[src/rtl/core/jwat_pkg.sv]
// Package for the journal write absorb table: payload types, status codes and constants.
`default_nettype none

package jwat_pkg;

  localparam int DEF_MAX_ENTRIES = 16;
  localparam int DEF_BLOCK_BYTES = 512;

  localparam int BLK_W   = 24;
  localparam int OFF_W   = 9;
  localparam int LEN_W   = 10;
  // Stored range length keeps one more bit than the port field.
  // The bounding range can never end past 1534, so this is exact.
  localparam int SLEN_W  = 11;
  localparam int END_W   = 12;
  localparam int IDX_W   = 4;
  localparam int USED_W  = 5;

  localparam int CFG_AW  = 3;
  localparam int CFG_DW  = 32;
  localparam int LOG_W   = 11;
  localparam logic [LOG_W-1:0] LOG_AREA_RESET = 11'd64;

  typedef enum logic [2:0] {
    ST_ABSORBED  = 3'd0,
    ST_APPENDED  = 3'd1,
    ST_FULL      = 3'd2,
    ST_NO_TXN    = 3'd3,
    ST_BAD_RANGE = 3'd4,
    ST_DRAINED   = 3'd5,
    ST_EMPTY     = 3'd6
  } status_t;

  typedef enum logic {
    REQ_RECORD = 1'b0,
    REQ_DRAIN  = 1'b1
  } req_type_t;

  typedef struct packed {
    req_type_t         req_type;
    logic [BLK_W-1:0]  block_number;
    logic [OFF_W-1:0]  start_offset;
    logic [LEN_W-1:0]  slice_length;
    logic              in_transaction;
  } in_t;

  typedef struct packed {
    status_t           status;
    logic [BLK_W-1:0]  entry_block;
    logic [OFF_W-1:0]  entry_offset;
    logic [LEN_W-1:0]  entry_length;
    logic [IDX_W-1:0]  entry_index;
    logic [USED_W-1:0] entries_used;
    logic              last;
  } out_t;

  // One table slot as it sits in the slot memory.
  typedef struct packed {
    logic [BLK_W-1:0]  blk;
    logic [OFF_W-1:0]  off;
    logic [SLEN_W-1:0] len;
  } slot_t;

  // What the compare and merge unit reports for one visited slot.
  typedef struct packed {
    logic              hit;
    logic [OFF_W-1:0]  lo;
    logic [SLEN_W-1:0] len;
  } merge_t;

endpackage

`default_nettype wire

[src/rtl/core/jwat_ram.sv]
// Generic single-port-write, single-port-read RAM with registered read data.
`default_nettype none

module jwat_ram #(
  parameter int WIDTH = 8,
  parameter int DEPTH = 16,
  localparam int AW = (DEPTH > 1) ? $clog2(DEPTH) : 1
) (
  input  wire logic             clk,
  input  wire logic             wr_en,
  input  wire logic [AW-1:0]    wr_addr,
  input  wire logic [WIDTH-1:0] wr_data,
  input  wire logic [AW-1:0]    rd_addr,
  output logic      [WIDTH-1:0] rd_data
);

  logic [WIDTH-1:0] mem [DEPTH];

  always_ff @(posedge clk) begin
    if (wr_en) begin
      mem[wr_addr] <= wr_data;
    end
    rd_data <= mem[rd_addr];
  end

endmodule

`default_nettype wire

[src/rtl/core/jwat_merge.sv]
// Shared compare and merge unit: matches one slot against the request and forms the bounding range.
`default_nettype none

module jwat_merge (
  input  wire jwat_pkg::slot_t               entry,
  input  wire logic [jwat_pkg::BLK_W-1:0]    req_blk,
  input  wire logic [jwat_pkg::OFF_W-1:0]    req_off,
  input  wire logic [jwat_pkg::LEN_W-1:0]    req_len,
  output jwat_pkg::merge_t                   res
);
  import jwat_pkg::*;

  logic [END_W-1:0] old_end;
  logic [END_W-1:0] new_end;
  logic [END_W-1:0] hi;
  logic [OFF_W-1:0] lo;
  logic [END_W-1:0] span;

  always_comb begin
    old_end = END_W'(entry.off) + END_W'(entry.len);
    new_end = END_W'(req_off) + END_W'(req_len);
    lo      = (entry.off < req_off) ? entry.off : req_off;
    hi      = (old_end > new_end) ? old_end : new_end;
    span    = hi - END_W'(lo);
    res.hit = (entry.blk == req_blk);
    res.lo  = lo;
    res.len = span[SLEN_W-1:0];
  end

endmodule

`default_nettype wire

[src/rtl/core/journal_write_absorb_table.sv]
// Top level of the journal write absorb table: sequencer, slot memory and register port.
`default_nettype none

// The block keeps a table of logged disk writes, one slot per home block with
// the byte range modified in it. A record request is checked first (table
// full, no open transaction, range past the end of the block); a refused
// request gives one result with its status and leaves the table alone. An
// accepted record request is then compared against the stored slots one slot
// per cycle through a single compare and merge unit fed by the slot memory's
// one read port. On a match the stored range widens to cover both ranges; if
// no slot matches, the block is appended. A drain request reads the slots out
// in order, one result transfer per cycle while the output is not stalled,
// marks the final one with last and empties the table; an empty table gives a
// single drain empty result. The block takes no new input while one request
// is in work, but it does take the next input while the final result still
// waits in the output register. The register log_area_blocks sits at byte
// address 0 of the APB-style port and resets to 64; it should be written only
// while the block is idle.
module journal_write_absorb_table #(
  parameter int MAX_ENTRIES = jwat_pkg::DEF_MAX_ENTRIES,
  parameter int BLOCK_BYTES = jwat_pkg::DEF_BLOCK_BYTES
) (
  input  wire logic                         clk,
  input  wire logic                         rst_n,
  // Input channel.
  input  wire logic                         in_valid,
  output logic                              in_stall,
  input  wire jwat_pkg::in_t                in_data,
  // Result channel.
  output logic                              out_valid,
  input  wire logic                         out_stall,
  output jwat_pkg::out_t                    out_data,
  // Configuration port.
  input  wire logic                         psel,
  input  wire logic                         penable,
  input  wire logic                         pwrite,
  input  wire logic [jwat_pkg::CFG_AW-1:0]  paddr,
  input  wire logic [jwat_pkg::CFG_DW-1:0]  pwdata,
  output logic      [jwat_pkg::CFG_DW-1:0]  prdata,
  output logic                              pready
);
  import jwat_pkg::*;

  // Slot index width and count width follow the table depth.
  localparam int IW   = (MAX_ENTRIES > 1) ? $clog2(MAX_ENTRIES) : 1;
  localparam int CW   = $clog2(MAX_ENTRIES + 1);
  // Width wide enough for offset plus length and for the block size.
  localparam int CMPW = ($clog2(BLOCK_BYTES + 1) > 11) ? $clog2(BLOCK_BYTES + 1) : 11;

  typedef enum logic [1:0] {
    S_IDLE,
    S_SEARCH,
    S_DRAIN,
    S_EMIT
  } state_t;

  state_t            state_r,     state_nxt;
  in_t               req_r,       req_nxt;
  logic [IW-1:0]     idx_r,       idx_nxt;
  logic [CW-1:0]     used_r,      used_nxt;
  logic [CW-1:0]     cnt_r,       cnt_nxt;
  out_t              pend_r,      pend_nxt;
  logic              out_valid_r, out_valid_nxt;
  out_t              out_data_r,  out_data_nxt;
  logic [LOG_W-1:0]  log_area_r;

  logic              out_free;
  logic              cfg_wr;
  logic              is_full;
  logic              bad_range;
  logic              last_drain;
  logic              last_slot;

  logic              ram_wr_en;
  logic [IW-1:0]     ram_wr_addr;
  slot_t             ram_wr_data;
  logic [$bits(slot_t)-1:0] ram_rd_raw;
  slot_t             slot_rd;
  merge_t            mrg;

  // Slot memory: one write and one registered read per cycle.
  jwat_ram #(
    .WIDTH ($bits(slot_t)),
    .DEPTH (MAX_ENTRIES)
  ) u_slots (
    .clk     (clk),
    .wr_en   (ram_wr_en),
    .wr_addr (ram_wr_addr),
    .wr_data (ram_wr_data),
    .rd_addr (idx_nxt),
    .rd_data (ram_rd_raw)
  );

  assign slot_rd = slot_t'(ram_rd_raw);

  // The one compare and merge unit, reused for every slot that is visited.
  jwat_merge u_merge (
    .entry   (slot_rd),
    .req_blk (req_r.block_number),
    .req_off (req_r.start_offset),
    .req_len (req_r.slice_length),
    .res     (mrg)
  );

  // Register port. Address bits below the word are ignored.
  assign pready = 1'b1;
  assign cfg_wr = psel && penable && pwrite && (paddr[CFG_AW-1:2] == '0);
  assign prdata = (paddr[CFG_AW-1:2] == '0) ? CFG_DW'(log_area_r) : '0;

  assign in_stall  = (state_r != S_IDLE);
  assign out_valid = out_valid_r;
  assign out_data  = out_data_r;

  // The output register may be loaded when it is empty or is being taken now.
  assign out_free = !out_valid_r || !out_stall;

  // Admission checks on the incoming record request, made before any search.
  assign is_full   = (used_r >= CW'(MAX_ENTRIES)) ||
                     ((LOG_W'(used_r) + LOG_W'(1)) >= log_area_r);
  assign bad_range = (CMPW'(in_data.start_offset) + CMPW'(in_data.slice_length)) >
                     CMPW'(BLOCK_BYTES);

  assign last_slot  = ((CW'(idx_r) + CW'(1)) == used_r);
  assign last_drain = ((CW'(idx_r) + CW'(1)) == cnt_r);

  always_comb begin
    state_nxt     = state_r;
    req_nxt       = req_r;
    idx_nxt       = idx_r;
    used_nxt      = used_r;
    cnt_nxt       = cnt_r;
    pend_nxt      = pend_r;
    out_valid_nxt = out_valid_r;
    out_data_nxt  = out_data_r;
    ram_wr_en     = 1'b0;
    ram_wr_addr   = idx_r;
    ram_wr_data   = '{blk: req_r.block_number, off: req_r.start_offset,
                      len: SLEN_W'(req_r.slice_length)};

    if (out_valid_r && !out_stall) begin
      out_valid_nxt = 1'b0;
    end

    unique case (state_r)
      S_IDLE: begin
        idx_nxt = '0;
        if (in_valid) begin
          req_nxt  = in_data;
          pend_nxt = '{status: ST_FULL, entry_block: '0, entry_offset: '0,
                       entry_length: '0, entry_index: '0,
                       entries_used: USED_W'(used_r), last: 1'b1};
          state_nxt = S_EMIT;
          if (in_data.req_type == REQ_DRAIN) begin
            cnt_nxt  = used_r;
            used_nxt = '0;
            pend_nxt.entries_used = '0;
            if (used_r == '0) begin
              pend_nxt.status = ST_EMPTY;
            end else begin
              state_nxt = S_DRAIN;
            end
          end else if (is_full) begin
            pend_nxt.status = ST_FULL;
          end else if (!in_data.in_transaction) begin
            pend_nxt.status = ST_NO_TXN;
          end else if (bad_range) begin
            pend_nxt.status = ST_BAD_RANGE;
          end else if (used_r == '0) begin
            // Nothing to search: append straight into slot zero.
            ram_wr_en   = 1'b1;
            ram_wr_addr = '0;
            ram_wr_data = '{blk: in_data.block_number, off: in_data.start_offset,
                            len: SLEN_W'(in_data.slice_length)};
            used_nxt    = CW'(1);
            pend_nxt    = '{status: ST_APPENDED, entry_block: in_data.block_number,
                            entry_offset: in_data.start_offset,
                            entry_length: in_data.slice_length, entry_index: '0,
                            entries_used: USED_W'(1), last: 1'b1};
          end else begin
            state_nxt = S_SEARCH;
          end
        end
      end

      S_SEARCH: begin
        // The read data holds slot idx_r in this cycle.
        if (mrg.hit) begin
          ram_wr_en   = 1'b1;
          ram_wr_addr = idx_r;
          ram_wr_data = '{blk: req_r.block_number, off: mrg.lo, len: mrg.len};
          pend_nxt    = '{status: ST_ABSORBED, entry_block: req_r.block_number,
                          entry_offset: mrg.lo, entry_length: mrg.len[LEN_W-1:0],
                          entry_index: IDX_W'(idx_r),
                          entries_used: USED_W'(used_r), last: 1'b1};
          state_nxt   = S_EMIT;
        end else if (last_slot) begin
          ram_wr_en   = 1'b1;
          ram_wr_addr = used_r[IW-1:0];
          used_nxt    = used_r + CW'(1);
          pend_nxt    = '{status: ST_APPENDED, entry_block: req_r.block_number,
                          entry_offset: req_r.start_offset,
                          entry_length: req_r.slice_length,
                          entry_index: IDX_W'(used_r),
                          entries_used: USED_W'(used_r + CW'(1)), last: 1'b1};
          state_nxt   = S_EMIT;
        end else begin
          idx_nxt = idx_r + IW'(1);
        end
      end

      S_DRAIN: begin
        // Hold the slot index while the output is blocked, so the read repeats.
        if (out_free) begin
          out_valid_nxt = 1'b1;
          out_data_nxt  = '{status: ST_DRAINED, entry_block: slot_rd.blk,
                            entry_offset: slot_rd.off,
                            entry_length: slot_rd.len[LEN_W-1:0],
                            entry_index: IDX_W'(idx_r), entries_used: '0,
                            last: last_drain};
          if (last_drain) begin
            state_nxt = S_IDLE;
          end else begin
            idx_nxt = idx_r + IW'(1);
          end
        end
      end

      S_EMIT: begin
        if (out_free) begin
          out_valid_nxt = 1'b1;
          out_data_nxt  = pend_r;
          state_nxt     = S_IDLE;
        end
      end

      default: begin
        state_nxt = S_IDLE;
      end
    endcase
  end

  always_ff @(posedge clk) begin
    if (!rst_n) begin
      state_r     <= S_IDLE;
      used_r      <= '0;
      out_valid_r <= 1'b0;
      log_area_r  <= LOG_AREA_RESET;
    end else begin
      state_r     <= state_nxt;
      used_r      <= used_nxt;
      out_valid_r <= out_valid_nxt;
      if (cfg_wr) begin
        log_area_r <= pwdata[LOG_W-1:0];
      end
    end
    req_r      <= req_nxt;
    idx_r      <= idx_nxt;
    cnt_r      <= cnt_nxt;
    pend_r     <= pend_nxt;
    out_data_r <= out_data_nxt;
  end

endmodule

`default_nettype wire

[config.mk]
export PLATFORM = sky130hd
export DESIGN_NAME = journal_write_absorb_table
export DESIGN_NICKNAME = d
export VERILOG_FILES = /design/src/rtl/core/jwat_pkg.sv /design/src/rtl/core/jwat_ram.sv /design/src/rtl/core/jwat_merge.sv /design/src/rtl/core/journal_write_absorb_table.sv
export SDC_FILE = /design/constraint.sdc
export NUM_CORES = 1
export LEC_CHECK = 0
export BUFFER_PORTS_ARGS = -buffer_cell sky130_fd_sc_hd__buf_2
export CORE_MARGIN = 5
export CORE_UTILIZATION = 50
export DETAILED_ROUTE_END_ITERATION = 10
export PLACE_DENSITY = 0.67
export SKIP_LAST_GASP = 1
export SYNTH_ARGS = -nofsm -noshare
export SYNTH_HDL_FRONTEND = slang
export SYNTH_SLANG_ARGS = --single-unit
[constraint.sdc]
create_clock -name clk -period 12.4 [get_ports clk]
set_clock_uncertainty 0.05 [all_clocks]
set_input_delay 1.86 -clock clk [delete_from_list [all_inputs] [get_ports clk]]
set_output_delay 1.86 -clock clk [all_outputs]
set_load 0.05 [all_outputs]
==> impl_results.md <==
- Num CTS Buffers: 92
- Top sig layer: met5
- Final Util: 56.7%
- Hold Fails Final Rpt: 0
- Final Non-Filler Cells: 3841
- WL final: 103000 um
- Synth Flop Type: edfxtp_1
- Nets@finish: 2873
- Leakage: 0.0145 uW
- Async SR Flop Fraction: 0%
- Vias: 23600
- CTS tree: done
- Post-cts sizing count: 0
- Worst reg2reg setup slack: 5.28 ns
- Ratio of cells with drive above 1 in the final layout: 17.2%
- Met2 wire len: ~49000 um
- 1st-pass router iterations: 5
- Htree depth: 3
- Clk pwr share: 27.3%
- DRT antenna net count: 0
- Post-DR wirelength/cell: roughly 27 um
- Port Buffers: between 100 and 150
- Arr. time, crit path: 7.46 ns
- Cell Rows: 102
- Slew HR: under 10%
- Worst EP required: 12.61 ns
- Hold Crit Class: flip-flop to flip-flop
- Minimum clock period: 7.25 ns
- Die span in x: a little under 300 um
- RSZ-0062 raised after global routing: false
- Total GRT Usage: 24.1%
- Postcts setup bufs: 0
- Max-slew violations: 0
- Chip Height: between 200 and 300 um
- Internal power: 6440 uW
- Synthesis-to-finish area growth: 12.3%
- Final setup vio count: 0
- # DRC: 0
- Cts hold-fix bufs: 0
- Inst Count DP: 3664
- Yosys Warn Count: 0
- Comb power frac: approximately a third
- Initial Util: 50.4%
- Sequential fraction of design power: 40.6%
- Vias in the first global route: 23200
- Io pins: 178
- Clk Latency, worst-skew pair: 0.64 ns
- Met1 Wirelength: 42600 um
- Placer Congestion: 0.883
- Largest net degree at the start of global routing: between 100 and 150
- Worst-Margin Slew: 1.35 ns
- Max-cap violation count: 0
- DR iter-0 viols: 2399
- HPWL Detailed: 55800 um
- Initial antenna violation count: 11
- Crit end category: flip-flop
- Worst-path maximum fanout: 33
- Longest Clk Path Bufs: 3
- Clk slew on worst S/H paths: 0.06 ns
- Switching Power: 3380 uW
- Critical path type: primary input to flip-flop
- Total global routing overflow: 0
- DIE AREA: 83800 um2
- Peak supply drop: 257 uV
- Switching share of power: about a third
- Vias/cell: 6.15
- Synthesized flop and latch total: 930
- CP startpoint kind: primary input
- Post-synthesis cell area: 39100 um2
- Mapped Cells: 2580
- PwrDens: 224 nW/um2
- Maximum clock rate: approximately 140 MHz
- Setup TNS: 0 ns
- Post-synth EDFFs: 863
- Met3 WL post-DR: 9030 um
- Period utilization: 58.5%
- Post-synth cell types: 79
- Status: completed
- Core footprint: 77500 um2
- Global-route wire length before repair: 150000 um
- Mean Syn Cell Area: 15.1 um2
- Clk sink count: slightly above 900
- CTS root buf: clkbuf_16
- Final Power: 9820 uW
- Sequential area share after synthesis: a little over two thirds
## placed cells by master (no fill, tap or decap), types with 22 or more instances in the layout
| master | Yosys | routed |
|---|---|---|
| a21o_1 | 24 | 24 |
| edfxtp_1 | 863 | 863 |
| mux2_2 | 73 | 73 |
| nor2_1 | 70 | 62 |
| buf_2 | 44 | 132 |
| nand2_1 | 179 | 178 |
| and3_1 | 62 | 62 |
| a221oi_2 | 41 | 40 |
| a221oi_1 | 49 | 49 |
| clkbuf_1 | 77 | 24 |
| dfxtp_1 | 67 | 66 |
| a22oi_1 | 47 | 47 |
| buf_4 | 27 | 52 |
| nand3_1 | 56 | 56 |
| conb_1 | 2 | 22 |
| a21oi_1 | 73 | 71 |
| xor2_1 | 36 | 36 |
| a22o_1 | 26 | 26 |
| clkbuf_16 | 0 | 95 |
| o2111ai_1 | 46 | 46 |
| inv_1 | 90 | 89 |
| ha_1 | 64 | 64 |
| mux2i_1 | 181 | 181 |
| o211ai_1 | 93 | 93 |
| o21ai_0 | 56 | 56 |
## final cells by class
type / instances / area (um2)
clock inverter: 45 / 349
sequential: 930 / 27300
clock buffer: 127 / 2580
tap: 1040 / 1300
multi-input combinational: 1416 / 11000
timing repair buffer: 186 / 1090
inverter: 92 / 348
fill: 5946 / 33600
antenna: 5 / 12.5
## path summary, 6_finish.rpt
path / start / to / depth (start not counted)
worst max-delay path: in_data[11] / u_slots.mem[14][18] / 15
worst min-delay path: log_area_r[3] / log_area_r[3] / 2
worst max register to register: req_r[11] / u_slots.mem[13][10] / 31
worst min register to register: log_area_r[3] / log_area_r[3] / 2
## power groups by stage
| stage | registers, uW | clock network (uW) | logic [uW] |
|---|---|---|---|
| CTS | 3990 | 2720 | 3110 |
| detailed placement | 4050 | 0 | 3100 |
| finish | 3990 | 2680 | 3150 |
| floorplan | 4140 | 0 | 2040 |
| global placement | 4040 | 0 | 3060 |
| global route | 4010 | 2850 | 3420 |
## routing by layer
metal / global-route usage (%) / vias up
met5: 0 / -
met4: 6.94 / 4
met2: 39.4 / 1138
met1: 34.1 / 11900
li1: - / 10400
met3: 3.47 / 163
## cells in the mapped netlist, drive strengths merged (24+ instances only)
cell | number | area (um2)
a22oi | 47 | 353
nor2 | 71 | 274
o21ai | 61 | 305
buf | 84 | 502
xor2 | 36 | 315
nand3 | 56 | 280
o211ai | 93 | 698
mux2 | 73 | 822
a22o | 26 | 228
inv | 91 | 342
clkbuf | 78 | 297
a21o | 24 | 180
a21oi | 73 | 365
dfxtp | 67 | 1340
edfxtp | 863 | 25900
mux2i | 181 | 1810
ha | 64 | 801
o2111ai | 46 | 403
nand2 | 179 | 672
a221oi | 90 | 1040
and3 | 62 | 388
## kinds of logic (layout without fill, tap and decap cells)
kind of cell	Yosys count	in the layout	synth area share (%)
buf+inv	254	450	2.93
mux	254	254	6.74
fa+ha+maj	68	68	2.25
flops	930	930	69.8
compound gates	550	550	11.1
xor+xnor	60	60	1.45
other cells	2	27	0.0192
simple gates	462	462	5.72
## critical path, stage by stage
cell	delay, ns
buf_2	0.14
ha_1	0.18
inv_1	0.06
fa_1	0.40
nor2b_1	0.17
o21ai_0	0.12
a21boi_0	0.27
o31ai_1	0.13
a21oi_1	0.21
mux2_2	0.40
a31o_2	0.28
a41oi_1	1.03
o211ai_1	0.71
nor2_4	0.75
buf_4	0.70
## metrics by stage
stage	hold WS, ns	setup slack (ns)	instance area [um2]
4_1_cts	0.411	5.33	43900
6_report	0.409	5.15	43900
3_3_place_gp	0.394	4.88	41000
2_1_floorplan	0.353	3.22	39200
5_1_grt	0.438	4.77	43900
3_5_place_dp	0.402	4.67	41000
## registers in the layout, indices dropped and copies added, names as in the netlist
name	flops
used_r	5
out_data	56
cnt_r	5
idx_r	4
u_slots.rd_data	44
pend_r	55
u_slots.mem	704
state_r	2
log_area_r	11
out_valid	1
req_r	43
No activity file was read; power rests on OpenSTA's default activity.
